**src/design/ring_arc_quad_tessellator_top_macros.svh**
```systemverilog
// Assertion macros for the ring arc quad tessellator.
// Uses clk and rst_n from the module that expands them.
`ifndef RING_ARC_QUAD_TESSELLATOR_TOP_MACROS_SVH
`define RING_ARC_QUAD_TESSELLATOR_TOP_MACROS_SVH

// same-cycle implication
`define RATC_ASSERT_NOW(lbl, ante, cons) \
  lbl: assert property (@(posedge clk) disable iff (!rst_n) (ante) |-> (cons)) \
    else $error("ratc assertion failed");

// next-cycle implication
`define RATC_ASSERT_NEXT(lbl, ante, cons) \
  lbl: assert property (@(posedge clk) disable iff (!rst_n) (ante) |=> (cons)) \
    else $error("ratc assertion failed");

`endif

```
**src/design/ratc_pkg.sv**
```systemverilog
// Shared types and constants of the ring arc quad tessellator.
// No dependencies.
package ratc_pkg;

  localparam int MIN_SEGMENTS_DEF = 3;
  localparam int MAX_SEGMENTS_DEF = 64;
  localparam int ANGLE_BITS_DEF   = 16;
  localparam int ANG_W            = 25;
  localparam int RESULT_CAP       = 64;

  localparam logic [16:0] POLY_A = 17'd102944;
  localparam logic [16:0] POLY_B = 17'd42048;
  localparam logic [16:0] POLY_C = 17'd4640;

  typedef struct packed {
    logic signed [15:0] center_x;
    logic signed [15:0] center_y;
    logic [15:0]        outer_radius;
    logic [15:0]        inner_radius;
    logic [16:0]        progress;
    logic [7:0]         segments;
    logic [6:0]         max_quads;
  } req_t;

  typedef struct packed {
    logic signed [15:0] inner_start_x;
    logic signed [15:0] inner_start_y;
    logic signed [15:0] outer_start_x;
    logic signed [15:0] outer_start_y;
    logic signed [15:0] outer_end_x;
    logic signed [15:0] outer_end_y;
    logic signed [15:0] inner_end_x;
    logic signed [15:0] inner_end_y;
    logic               quad_valid;
    logic               last;
  } quad_t;

  typedef struct packed {
    logic signed [15:0] center_x;
    logic signed [15:0] center_y;
    logic [15:0]        outer_radius;
    logic [15:0]        inner_radius;
    logic [ANG_W-1:0]   sweep;
    logic [ANG_W-1:0]   step_q;
    logic [6:0]         step_r;
    logic [6:0]         count;
    logic [6:0]         cap;
    logic               empty;
  } cmd_t;

  typedef struct packed {
    logic full;
    logic empty;
  } qstat_t;

endpackage

```
**src/design/ratc_front.sv**
```systemverilog
// Front end: accepts ring requests, clamps and classifies them and works out
// the angular step by a serial divider. Depends on ratc_pkg.
module ratc_front import ratc_pkg::*; #(
  parameter int MIN_SEGMENTS = MIN_SEGMENTS_DEF,
  parameter int MAX_SEGMENTS = MAX_SEGMENTS_DEF,
  parameter int ANGLE_BITS   = ANGLE_BITS_DEF
) (
  input  logic   clk,
  input  logic   rst_n,
  input  logic   in_valid,
  output logic   in_stall,
  input  req_t   in_data,
  input  qstat_t q_stat,
  output logic   q_push,
  output cmd_t   q_wdata
);

  localparam int AW = ANGLE_BITS + 1;
  localparam int CW = $clog2(ANGLE_BITS + 1);
  localparam logic [1:0] F_IDLE = 2'd0;
  localparam logic [1:0] F_DIV  = 2'd1;
  localparam logic [1:0] F_PUSH = 2'd2;

  logic [1:0]    state_r, state_nxt;
  cmd_t          cmd_r;
  logic [CW-1:0] cnt_r;
  logic [6:0]    rem_r;
  logic [AW-1:0] quo_r;

  logic                 accept;
  logic [16:0]          prog_c;
  logic [6:0]           cap_c;
  logic [7:0]           seg_lo, seg_c;
  logic [16+ANGLE_BITS:0] sw_w;
  logic [AW-1:0]        sweep_c;
  logic                 empty_c;
  logic [7:0]           rs;
  logic                 ge;
  logic [7:0]           rs_sub;

  assign accept   = in_valid && !in_stall;
  assign in_stall = (state_r != F_IDLE);
  assign q_push   = (state_r == F_PUSH) && !q_stat.full;

  always_comb begin
    q_wdata        = cmd_r;
    q_wdata.step_q = ANG_W'(quo_r);
    q_wdata.step_r = rem_r;
  end

  always_comb begin
    prog_c  = (in_data.progress > 17'd65536) ? 17'd65536 : in_data.progress;
    cap_c   = (in_data.max_quads > 7'(RESULT_CAP)) ? 7'(RESULT_CAP) : in_data.max_quads;
    seg_lo  = (in_data.segments < 8'(MIN_SEGMENTS)) ? 8'(MIN_SEGMENTS) : in_data.segments;
    seg_c   = (seg_lo > 8'(MAX_SEGMENTS)) ? 8'(MAX_SEGMENTS) : seg_lo;
    sw_w    = {prog_c, {ANGLE_BITS{1'b0}}} >> 16;
    sweep_c = sw_w[AW-1:0];
    empty_c = (sweep_c == '0) || (cap_c == 7'd0) ||
              (in_data.outer_radius <= in_data.inner_radius);
    rs      = {rem_r, (cnt_r == CW'(ANGLE_BITS))};
    ge      = (rs >= {1'b0, cmd_r.count});
    rs_sub  = rs - {1'b0, cmd_r.count};
  end

  always_comb begin
    state_nxt = state_r;
    unique case (state_r)
      F_IDLE: if (accept) state_nxt = empty_c ? F_PUSH : F_DIV;
      F_DIV:  if (cnt_r == '0) state_nxt = F_PUSH;
      F_PUSH: if (!q_stat.full) state_nxt = F_IDLE;
      default: state_nxt = F_IDLE;
    endcase
  end

  always_ff @(posedge clk) begin
    if (!rst_n) begin
      state_r <= F_IDLE;
    end else begin
      state_r <= state_nxt;
    end
  end

  always_ff @(posedge clk) begin
    if (accept) begin
      cmd_r.center_x     <= in_data.center_x;
      cmd_r.center_y     <= in_data.center_y;
      cmd_r.outer_radius <= in_data.outer_radius;
      cmd_r.inner_radius <= in_data.inner_radius;
      cmd_r.sweep        <= ANG_W'(sweep_c);
      cmd_r.step_q       <= '0;
      cmd_r.step_r       <= '0;
      cmd_r.count        <= seg_c[6:0];
      cmd_r.cap          <= cap_c;
      cmd_r.empty        <= empty_c;
      cnt_r              <= CW'(ANGLE_BITS);
      rem_r              <= '0;
      quo_r              <= '0;
    end else if (state_r == F_DIV) begin
      rem_r <= ge ? rs_sub[6:0] : rs[6:0];
      quo_r <= {quo_r[AW-2:0], ge};
      cnt_r <= cnt_r - CW'(1);
    end
  end

endmodule

```
**src/design/ratc_queue.sv**
```systemverilog
// Two-entry command queue between front and back end.
// Depends on ratc_pkg.
module ratc_queue import ratc_pkg::*; (
  input  logic   clk,
  input  logic   rst_n,
  input  logic   push,
  input  cmd_t   wdata,
  input  logic   pop,
  output cmd_t   rdata,
  output qstat_t stat
);

  cmd_t       ent0_r, ent1_r;
  logic [1:0] cnt_r;

  assign rdata      = ent0_r;
  assign stat.full  = (cnt_r == 2'd2);
  assign stat.empty = (cnt_r == 2'd0);

  always_ff @(posedge clk) begin
    if (!rst_n) begin
      cnt_r <= '0;
    end else if (push && !pop) begin
      cnt_r <= cnt_r + 2'd1;
    end else if (pop && !push) begin
      cnt_r <= cnt_r - 2'd1;
    end
  end

  always_ff @(posedge clk) begin
    if (push && pop) begin
      if (cnt_r == 2'd1) begin
        ent0_r <= wdata;
      end else begin
        ent0_r <= ent1_r;
        ent1_r <= wdata;
      end
    end else if (pop) begin
      ent0_r <= ent1_r;
    end else if (push) begin
      if (cnt_r == 2'd0) begin
        ent0_r <= wdata;
      end else begin
        ent1_r <= wdata;
      end
    end
  end

endmodule

```
**src/design/ratc_back.sv**
```systemverilog
// Back end: steps through the ring segments, evaluates sines on one shared
// multiplier and scales the corners into an output register. Depends on ratc_pkg.
`include "ring_arc_quad_tessellator_top_macros.svh"
module ratc_back import ratc_pkg::*; #(
  parameter int ANGLE_BITS = ANGLE_BITS_DEF
) (
  input  logic   clk,
  input  logic   rst_n,
  input  qstat_t q_stat,
  input  cmd_t   q_data,
  output logic   q_pop,
  output logic   out_valid,
  input  logic   out_stall,
  output quad_t  out_data
);

  localparam int AW = ANGLE_BITS + 1;
  localparam logic [AW-1:0] QTR = AW'(1) << (ANGLE_BITS - 2);

  localparam logic [3:0] S_IDLE = 4'd0;
  localparam logic [3:0] S_ANG  = 4'd1;
  localparam logic [3:0] S_M1   = 4'd2;
  localparam logic [3:0] S_W1   = 4'd3;
  localparam logic [3:0] S_M2   = 4'd4;
  localparam logic [3:0] S_W2   = 4'd5;
  localparam logic [3:0] S_M3   = 4'd6;
  localparam logic [3:0] S_W3   = 4'd7;
  localparam logic [3:0] S_M4   = 4'd8;
  localparam logic [3:0] S_W4   = 4'd9;
  localparam logic [3:0] S_SM   = 4'd10;
  localparam logic [3:0] S_SW   = 4'd11;
  localparam logic [3:0] S_EMIT = 4'd12;

  logic [3:0]          state_r, state_nxt;
  cmd_t                cmd_r;
  logic [6:0]          i_r, rem_r;
  logic [AW-1:0]       a0_r, an_r;
  logic [1:0]          k_r, quad_r;
  logic [2:0]          j_r;
  logic [15:0]         z_r, z2_r;
  logic [16:0]         t_r;
  logic signed [15:0]  s_r [4];
  logic signed [15:0]  c_r [8];
  logic signed [35:0]  p_r;
  logic                out_valid_r;
  quad_t               out_r;

  logic [AW-1:0]        sweep, stq, a1t, ang_b, ang, an_next;
  logic [ANGLE_BITS-3:0] frac;
  logic [ANGLE_BITS+12:0] zwide;
  logic [15:0]          z0;
  logic [16:0]          zr;
  logic [7:0]           rem_sum, rem_sub;
  logic                 carry, is_last, out_free, load;
  logic signed [17:0]   ma, mb;
  logic [17:0]          s_mag;
  logic [15:0]          s_cap;
  logic signed [15:0]   s_sgn, s_fin;
  logic signed [35:0]   off_w;
  logic signed [18:0]   v;
  logic signed [15:0]   v_sat;
  logic signed [15:0]   ctr;

  assign sweep = cmd_r.sweep[AW-1:0];
  assign stq   = cmd_r.step_q[AW-1:0];
  assign out_free = !out_valid_r || !out_stall;
  assign load     = (state_r == S_EMIT) && out_free;
  assign q_pop    = (state_r == S_IDLE) && !q_stat.empty;
  assign out_valid = out_valid_r;
  assign out_data  = out_r;

  always_comb begin
    a1t     = (an_r > sweep) ? sweep : an_r;
    ang_b   = k_r[1] ? a1t : a0_r;
    ang     = k_r[0] ? ang_b + QTR : ang_b;
    frac    = ang[ANGLE_BITS-3:0];
    zwide   = {frac, 15'b0};
    z0      = 16'(zwide >> (ANGLE_BITS - 2));
    zr      = ang[ANGLE_BITS-2] ? 17'd32768 - {1'b0, z0} : {1'b0, z0};
    rem_sum = {1'b0, rem_r} + {1'b0, cmd_r.step_r};
    carry   = (rem_sum >= {1'b0, cmd_r.count});
    rem_sub = rem_sum - {1'b0, cmd_r.count};
    an_next = an_r + stq + AW'(carry);
    is_last = (i_r + 7'd1 == cmd_r.count) || (i_r + 7'd1 == cmd_r.cap) ||
              (an_r >= sweep);
  end

  always_comb begin
    ma = $signed({2'b0, z_r});
    mb = $signed({2'b0, z_r});
    unique case (state_r)
      S_M2: begin
        ma = $signed({1'b0, POLY_C});
        mb = $signed({2'b0, z2_r});
      end
      S_M3: begin
        ma = $signed({2'b0, z2_r});
        mb = $signed({1'b0, t_r});
      end
      S_M4: mb = $signed({1'b0, t_r});
      S_SM: begin
        ma = (j_r[2] == j_r[1]) ? $signed({2'b0, cmd_r.inner_radius})
                                : $signed({2'b0, cmd_r.outer_radius});
        mb = 18'(s_r[{j_r[2], j_r[0]}]);
      end
      default: ;
    endcase
  end

  always_comb begin
    s_mag = p_r[33:16];
    s_cap = (s_mag > 18'd32767) ? 16'd32767 : s_mag[15:0];
    s_sgn = quad_r[1] ? -$signed(s_cap) : $signed(s_cap);
    s_fin = k_r[0] ? -s_sgn : s_sgn;
    off_w = (p_r + 36'sd16384) >>> 15;
    ctr   = j_r[0] ? cmd_r.center_y : cmd_r.center_x;
    v     = 19'(ctr) + off_w[18:0];
    if (v > 19'sd32767) begin
      v_sat = 16'sh7fff;
    end else if (v < -19'sd32768) begin
      v_sat = -16'sh8000;
    end else begin
      v_sat = v[15:0];
    end
  end

  always_comb begin
    state_nxt = state_r;
    unique case (state_r)
      S_IDLE: if (!q_stat.empty) state_nxt = q_data.empty ? S_EMIT : S_ANG;
      S_ANG:  state_nxt = S_M1;
      S_M1:   state_nxt = S_W1;
      S_W1:   state_nxt = S_M2;
      S_M2:   state_nxt = S_W2;
      S_W2:   state_nxt = S_M3;
      S_M3:   state_nxt = S_W3;
      S_W3:   state_nxt = S_M4;
      S_M4:   state_nxt = S_W4;
      S_W4:   state_nxt = (k_r == 2'd3) ? S_SM : S_ANG;
      S_SM:   state_nxt = S_SW;
      S_SW:   state_nxt = (j_r == 3'd7) ? S_EMIT : S_SM;
      S_EMIT: if (out_free) state_nxt = (cmd_r.empty || is_last) ? S_IDLE : S_ANG;
      default: state_nxt = S_IDLE;
    endcase
  end

  always_ff @(posedge clk) begin
    if (!rst_n) begin
      state_r     <= S_IDLE;
      out_valid_r <= 1'b0;
    end else begin
      state_r <= state_nxt;
      if (load) begin
        out_valid_r <= 1'b1;
      end else if (!out_stall) begin
        out_valid_r <= 1'b0;
      end
    end
  end

  always_ff @(posedge clk) begin
    p_r <= ma * mb;
    unique case (state_r)
      S_IDLE: begin
        cmd_r <= q_data;
        i_r   <= '0;
        a0_r  <= '0;
        an_r  <= q_data.step_q[AW-1:0];
        rem_r <= q_data.step_r;
        k_r   <= '0;
        j_r   <= '0;
      end
      S_ANG: begin
        z_r    <= zr[15:0];
        quad_r <= ang[ANGLE_BITS-1:ANGLE_BITS-2];
      end
      S_W1: z2_r <= p_r[30:15];
      S_W2: t_r  <= POLY_B - p_r[31:15];
      S_W3: t_r  <= POLY_A - p_r[31:15];
      S_W4: begin
        s_r[k_r] <= s_fin;
        k_r      <= k_r + 2'd1;
      end
      S_SW: begin
        c_r[j_r] <= v_sat;
        j_r      <= j_r + 3'd1;
      end
      S_EMIT: begin
        if (load) begin
          i_r   <= i_r + 7'd1;
          a0_r  <= an_r;
          an_r  <= an_next;
          rem_r <= carry ? rem_sub[6:0] : rem_sum[6:0];
          out_r.inner_start_x <= cmd_r.empty ? 16'sd0 : c_r[0];
          out_r.inner_start_y <= cmd_r.empty ? 16'sd0 : c_r[1];
          out_r.outer_start_x <= cmd_r.empty ? 16'sd0 : c_r[2];
          out_r.outer_start_y <= cmd_r.empty ? 16'sd0 : c_r[3];
          out_r.outer_end_x   <= cmd_r.empty ? 16'sd0 : c_r[4];
          out_r.outer_end_y   <= cmd_r.empty ? 16'sd0 : c_r[5];
          out_r.inner_end_x   <= cmd_r.empty ? 16'sd0 : c_r[6];
          out_r.inner_end_y   <= cmd_r.empty ? 16'sd0 : c_r[7];
          out_r.quad_valid    <= !cmd_r.empty;
          out_r.last          <= cmd_r.empty || is_last;
        end
      end
      default: ;
    endcase
  end

  `RATC_ASSERT_NOW(a_empty_is_last, out_valid_r && !out_r.quad_valid, out_r.last)
  `RATC_ASSERT_NOW(a_step_in_range, state_r == S_ANG, i_r < cmd_r.count && i_r < cmd_r.cap)
  `RATC_ASSERT_NOW(a_start_in_sweep, state_r == S_ANG, a0_r < sweep)
  `RATC_ASSERT_NEXT(a_pop_leaves_idle, q_pop, state_r != S_IDLE)

endmodule

```
**src/design/ring_arc_quad_tessellator_top.sv**
```systemverilog
// Ring arc quad tessellator: cuts an annulus sector into quads.
// Uses ratc_pkg, ratc_front, ratc_queue and ratc_back.
//
// Usage: a request word enters on in_valid/in_stall/in_data; result words
// leave on out_valid/out_stall/out_data, one per quad, the final one with
// last set. An empty request (no sweep, no room, outer not above inner)
// yields one word with quad_valid clear and last set.
// Front end takes one request, runs the serial step divider on it (skipped
// for an empty request) and hands it to a two-entry queue, waiting while the
// queue is full; it takes the next request as soon as that hand-off is done.
// Back end works one quad at a time: four sine evaluations, each through the
// states S_ANG to S_W4, and eight corner scalings, each through S_SM and
// S_SW, all on one shared 18x18 multiplier, then a hand-off in S_EMIT.
// Results sit in an output register; a stalled receiver holds the word and
// the back end waits at the next hand-off. Synchronous reset clears the
// queue, both sequencers and out_valid.
module ring_arc_quad_tessellator_top import ratc_pkg::*; #(
  parameter int MIN_SEGMENTS = MIN_SEGMENTS_DEF,
  parameter int MAX_SEGMENTS = MAX_SEGMENTS_DEF,
  parameter int ANGLE_BITS   = ANGLE_BITS_DEF
) (
  input  logic  clk,
  input  logic  rst_n,
  input  logic  in_valid,
  output logic  in_stall,
  input  req_t  in_data,
  output logic  out_valid,
  input  logic  out_stall,
  output quad_t out_data
);

  qstat_t q_stat;
  logic   q_push, q_pop;
  cmd_t   q_wdata, q_rdata;

  ratc_front #(
    .MIN_SEGMENTS(MIN_SEGMENTS),
    .MAX_SEGMENTS(MAX_SEGMENTS),
    .ANGLE_BITS  (ANGLE_BITS)
  ) u_front (
    .clk     (clk),
    .rst_n   (rst_n),
    .in_valid(in_valid),
    .in_stall(in_stall),
    .in_data (in_data),
    .q_stat  (q_stat),
    .q_push  (q_push),
    .q_wdata (q_wdata)
  );

  ratc_queue u_queue (
    .clk  (clk),
    .rst_n(rst_n),
    .push (q_push),
    .wdata(q_wdata),
    .pop  (q_pop),
    .rdata(q_rdata),
    .stat (q_stat)
  );

  ratc_back #(
    .ANGLE_BITS(ANGLE_BITS)
  ) u_back (
    .clk      (clk),
    .rst_n    (rst_n),
    .q_stat   (q_stat),
    .q_data   (q_rdata),
    .q_pop    (q_pop),
    .out_valid(out_valid),
    .out_stall(out_stall),
    .out_data (out_data)
  );

endmodule

```
**config.mk**
```make
export PLATFORM = sky130hd
export DESIGN_NAME = ring_arc_quad_tessellator_top
export DESIGN_NICKNAME = d
export VERILOG_FILES = /design/src/design/ratc_pkg.sv /design/src/design/ratc_front.sv /design/src/design/ratc_queue.sv /design/src/design/ratc_back.sv /design/src/design/ring_arc_quad_tessellator_top.sv
export VERILOG_INCLUDE_DIRS = /design/src /design/src/design
export SDC_FILE = /design/constraint.sdc
export NUM_CORES = 2
export LEC_CHECK = 0
export BUFFER_PORTS_ARGS = -buffer_cell sky130_fd_sc_hd__buf_2
export CORE_MARGIN = 2
export CORE_UTILIZATION = 60
export CTS_BUF_LIST = sky130_fd_sc_hd__clkbuf_4 sky130_fd_sc_hd__clkbuf_8 sky130_fd_sc_hd__clkbuf_16
export DETAILED_ROUTE_END_ITERATION = 10
export PLACE_DENSITY = 0.78
export SLEW_MARGIN = 20
export SYNTH_ARGS = -nofsm -noshare
export SYNTH_HDL_FRONTEND = slang
export SYNTH_HIERARCHICAL = 1
export SYNTH_SLANG_ARGS = --single-unit
```
**constraint.sdc**
```tcl
create_clock -name clk -period 30.6 [get_ports clk]
set_clock_uncertainty 0.15 [all_clocks]
set_input_delay 1.53 -clock clk [delete_from_list [all_inputs] [get_ports clk]]
set_output_delay 1.53 -clock clk [all_outputs]
set_load 0.01 [all_outputs]
```
==> results.md <==
* Reg2reg start: u_back/state_r[2]$_SDFFE_PN0P_
* Crit. Startpoint: u_back/state_r[2]$_SDFFE_PN0P_
* Worst Hold Launch: u_queue/rdata[10]$_DFFE_PP_
* Fmax at about 0.11 GHz
* Worst Path Buf+Inv at 4
* RePlAce Congestion at about 0.94
* Cells after Synth at between 3000 and 4000
* Final-report hold violation count at 0
* Routed WL at around 110000 um
* Full die area at 85660 sq um
* Final min period at approximately 9.3 ns
* Worst slew margin at 0.2169
* Final Slew Violations at 0
* CTS sink count at 939
* Unrepaired setup endpoints after global routing: no
* Nets at 4615
* Delay of the slowest critical-path stage at around 0.97 ns
* Setup Viol. Count Final at 0
* Most frequent CP cell: fa_1
* Syn_nets at about 4400
* Synthesized area per cell at 13.23 sq um
* Syn. warnings at 6
* Antenna violations before repair at 1
* CTS Root Cell: clkbuf_16
* Post-Layout Cell Count at roughly 5200
* Row count at roughly 110
* Worst R2R Setup Slack at between 20 and 25 ns
* I/O Pins at approximately 230
* Hold buffers post-CTS at 0
* Post-Place Cells at 4993
* Via count at between 20000 and 30000
* Iter 0 DRT Violations at between 2000 and 3000
* CTS Buf Count at 92
* Critical path class: reg -> reg
* Hold/Removal Path Class: reg -> reg
* IO buf count at approximately 230
* Clock tree buffer depth at 3
* First-pass GRT wire length at ~170000 um
* Critical path arrival at about 9.7 ns
* Core area at a little over 80000 sq um
* Number of global-route vias before repair at ~30000
* Design Area, Final at approximately 55000 sq um
* Util after Layout at 0.6729
* Global-route usage over all layers at 0.2626
* TritonCTS clock tree: built
* Clock transition at path regs at 0.07 ns
* Initial cell density of the core at 0.6080
* Crit-path slowest cell: nor2b_1
* Mapped cell area at about 50000 sq um
* Post_cts resized at 0
* Drt wl/cell at about 21 um
* Status: finished clean
* Die height at a little under 300 um
* Worst skew pair latency at approximately 0.66 ns
* Tcrit/Tclk final at 0.3037
* Postcts setup bufs at 0
* DRT Pass-1 Iters at 6
* CP startpoint kind: flip-flop
* Vias per cell at 5.722
* H-tree levels at 3
* Measured slew at the worst slew-check pin at about 1.2 ns
* Final setup TNS at 0 ns
* Post-detail-place hpwl at between 70000 and 80000 um
* DIE WIDTH at 292.7 um
* # DRC at 0
* CP max FO at 15
* Max-cap viol count at 0
* Syn-to-layout area delta at 10.67%
* Antenna Nets Post-Route at 0
* Placed cell areas at 52240 sq um
* Worst setup EP type: flip-flop
* Largest net degree at the start of global routing at ~120
* Layout cell share with drive strength beyond 1 at 0.1626
* CP required at 30.99 ns
* CP delay by family, top: adder cells
* GRT overflow at 0
## cell type report
class	count	area [sq um]
repair buffers	284	1565
flip-flops and latches	939	27600
multi-input cells	2230	20010
clock buffers	124	2591
well taps	1070	1339
diodes	1	2.502
fillers	5741	26900
inverters	471	1773
clock inverters	43	464.2
## sequential cells by signal, summed over array words and instances (netlist names), 15 cells and up, named ones only
register,flops
u_back/out_data,130
u_back/c_r,128
u_back/cmd_r,120
u_queue/ent1_r,120
u_queue/rdata,120
u_front/q_wdata,96
u_back/s_r,64
u_back/p_r,20
u_back/an_r,17
u_back/t_r,17
u_front/quo_r,17
u_back/a0_r,16
u_back/z2_r,16
u_back/z_r,15
## placed cells by master, fill, tap and decap left out, types with 11 or more instances in the layout
master	instances
nand3_1	41
a21o_1	28
clkbuf_16	93
edfxtp_1	879
clkinv_2	11
o21a_1	12
a31o_2	13
buf_4	51
nand2b_1	18
mux2_4	84
a21oi_1	110
dfxtp_1	60
a211oi_1	15
ha_1	205
nor2_1	229
clkinv_1	17
clkbuf_4	26
a22oi_1	12
nand4_1	21
mux2i_1	33
and3_1	24
mux4_2	16
fa_1	292
nor3_1	31
mux2_2	60
nand2_1	305
xor2_1	64
xnor2_1	97
inv_1	466
buf_2	231
nor2b_1	167
and2_1	54
o21ai_0	102
o21ai_1	13
## layer usage
metal	GRT usage	wire length, um
met5	0	0
met4	0.08480	3507
met3	0.03665	6684
met2	0.4465	55220
met1	0.3520	45030
## path summary, 6_finish.rpt
kind | to | cells past startpoint
worst min-delay path | u_back/cmd_r[10]$_DFFE_PP_ | 0
worst max register to register | u_back/p_r[31]$_DFF_P_ | 27
worst min register to register | u_back/cmd_r[10]$_DFFE_PP_ | 0
worst max-delay path | u_back/p_r[31]$_DFF_P_ | 27
## metrics by stage
step | hold slack, ns | setup WS, ns
floorplan | 0.2503 | 19.24
global placement | 0.2506 | 21.48
detailed placement | 0.2545 | 21.26
CTS | 0.2613 | 21.22
global route | 0.2697 | 20.87
finish | 0.2585 | 21.31
Power is left out: the tool's default activity adds up to more than one toggle a clock period on the data nets, which glitch-free logic cannot reach.
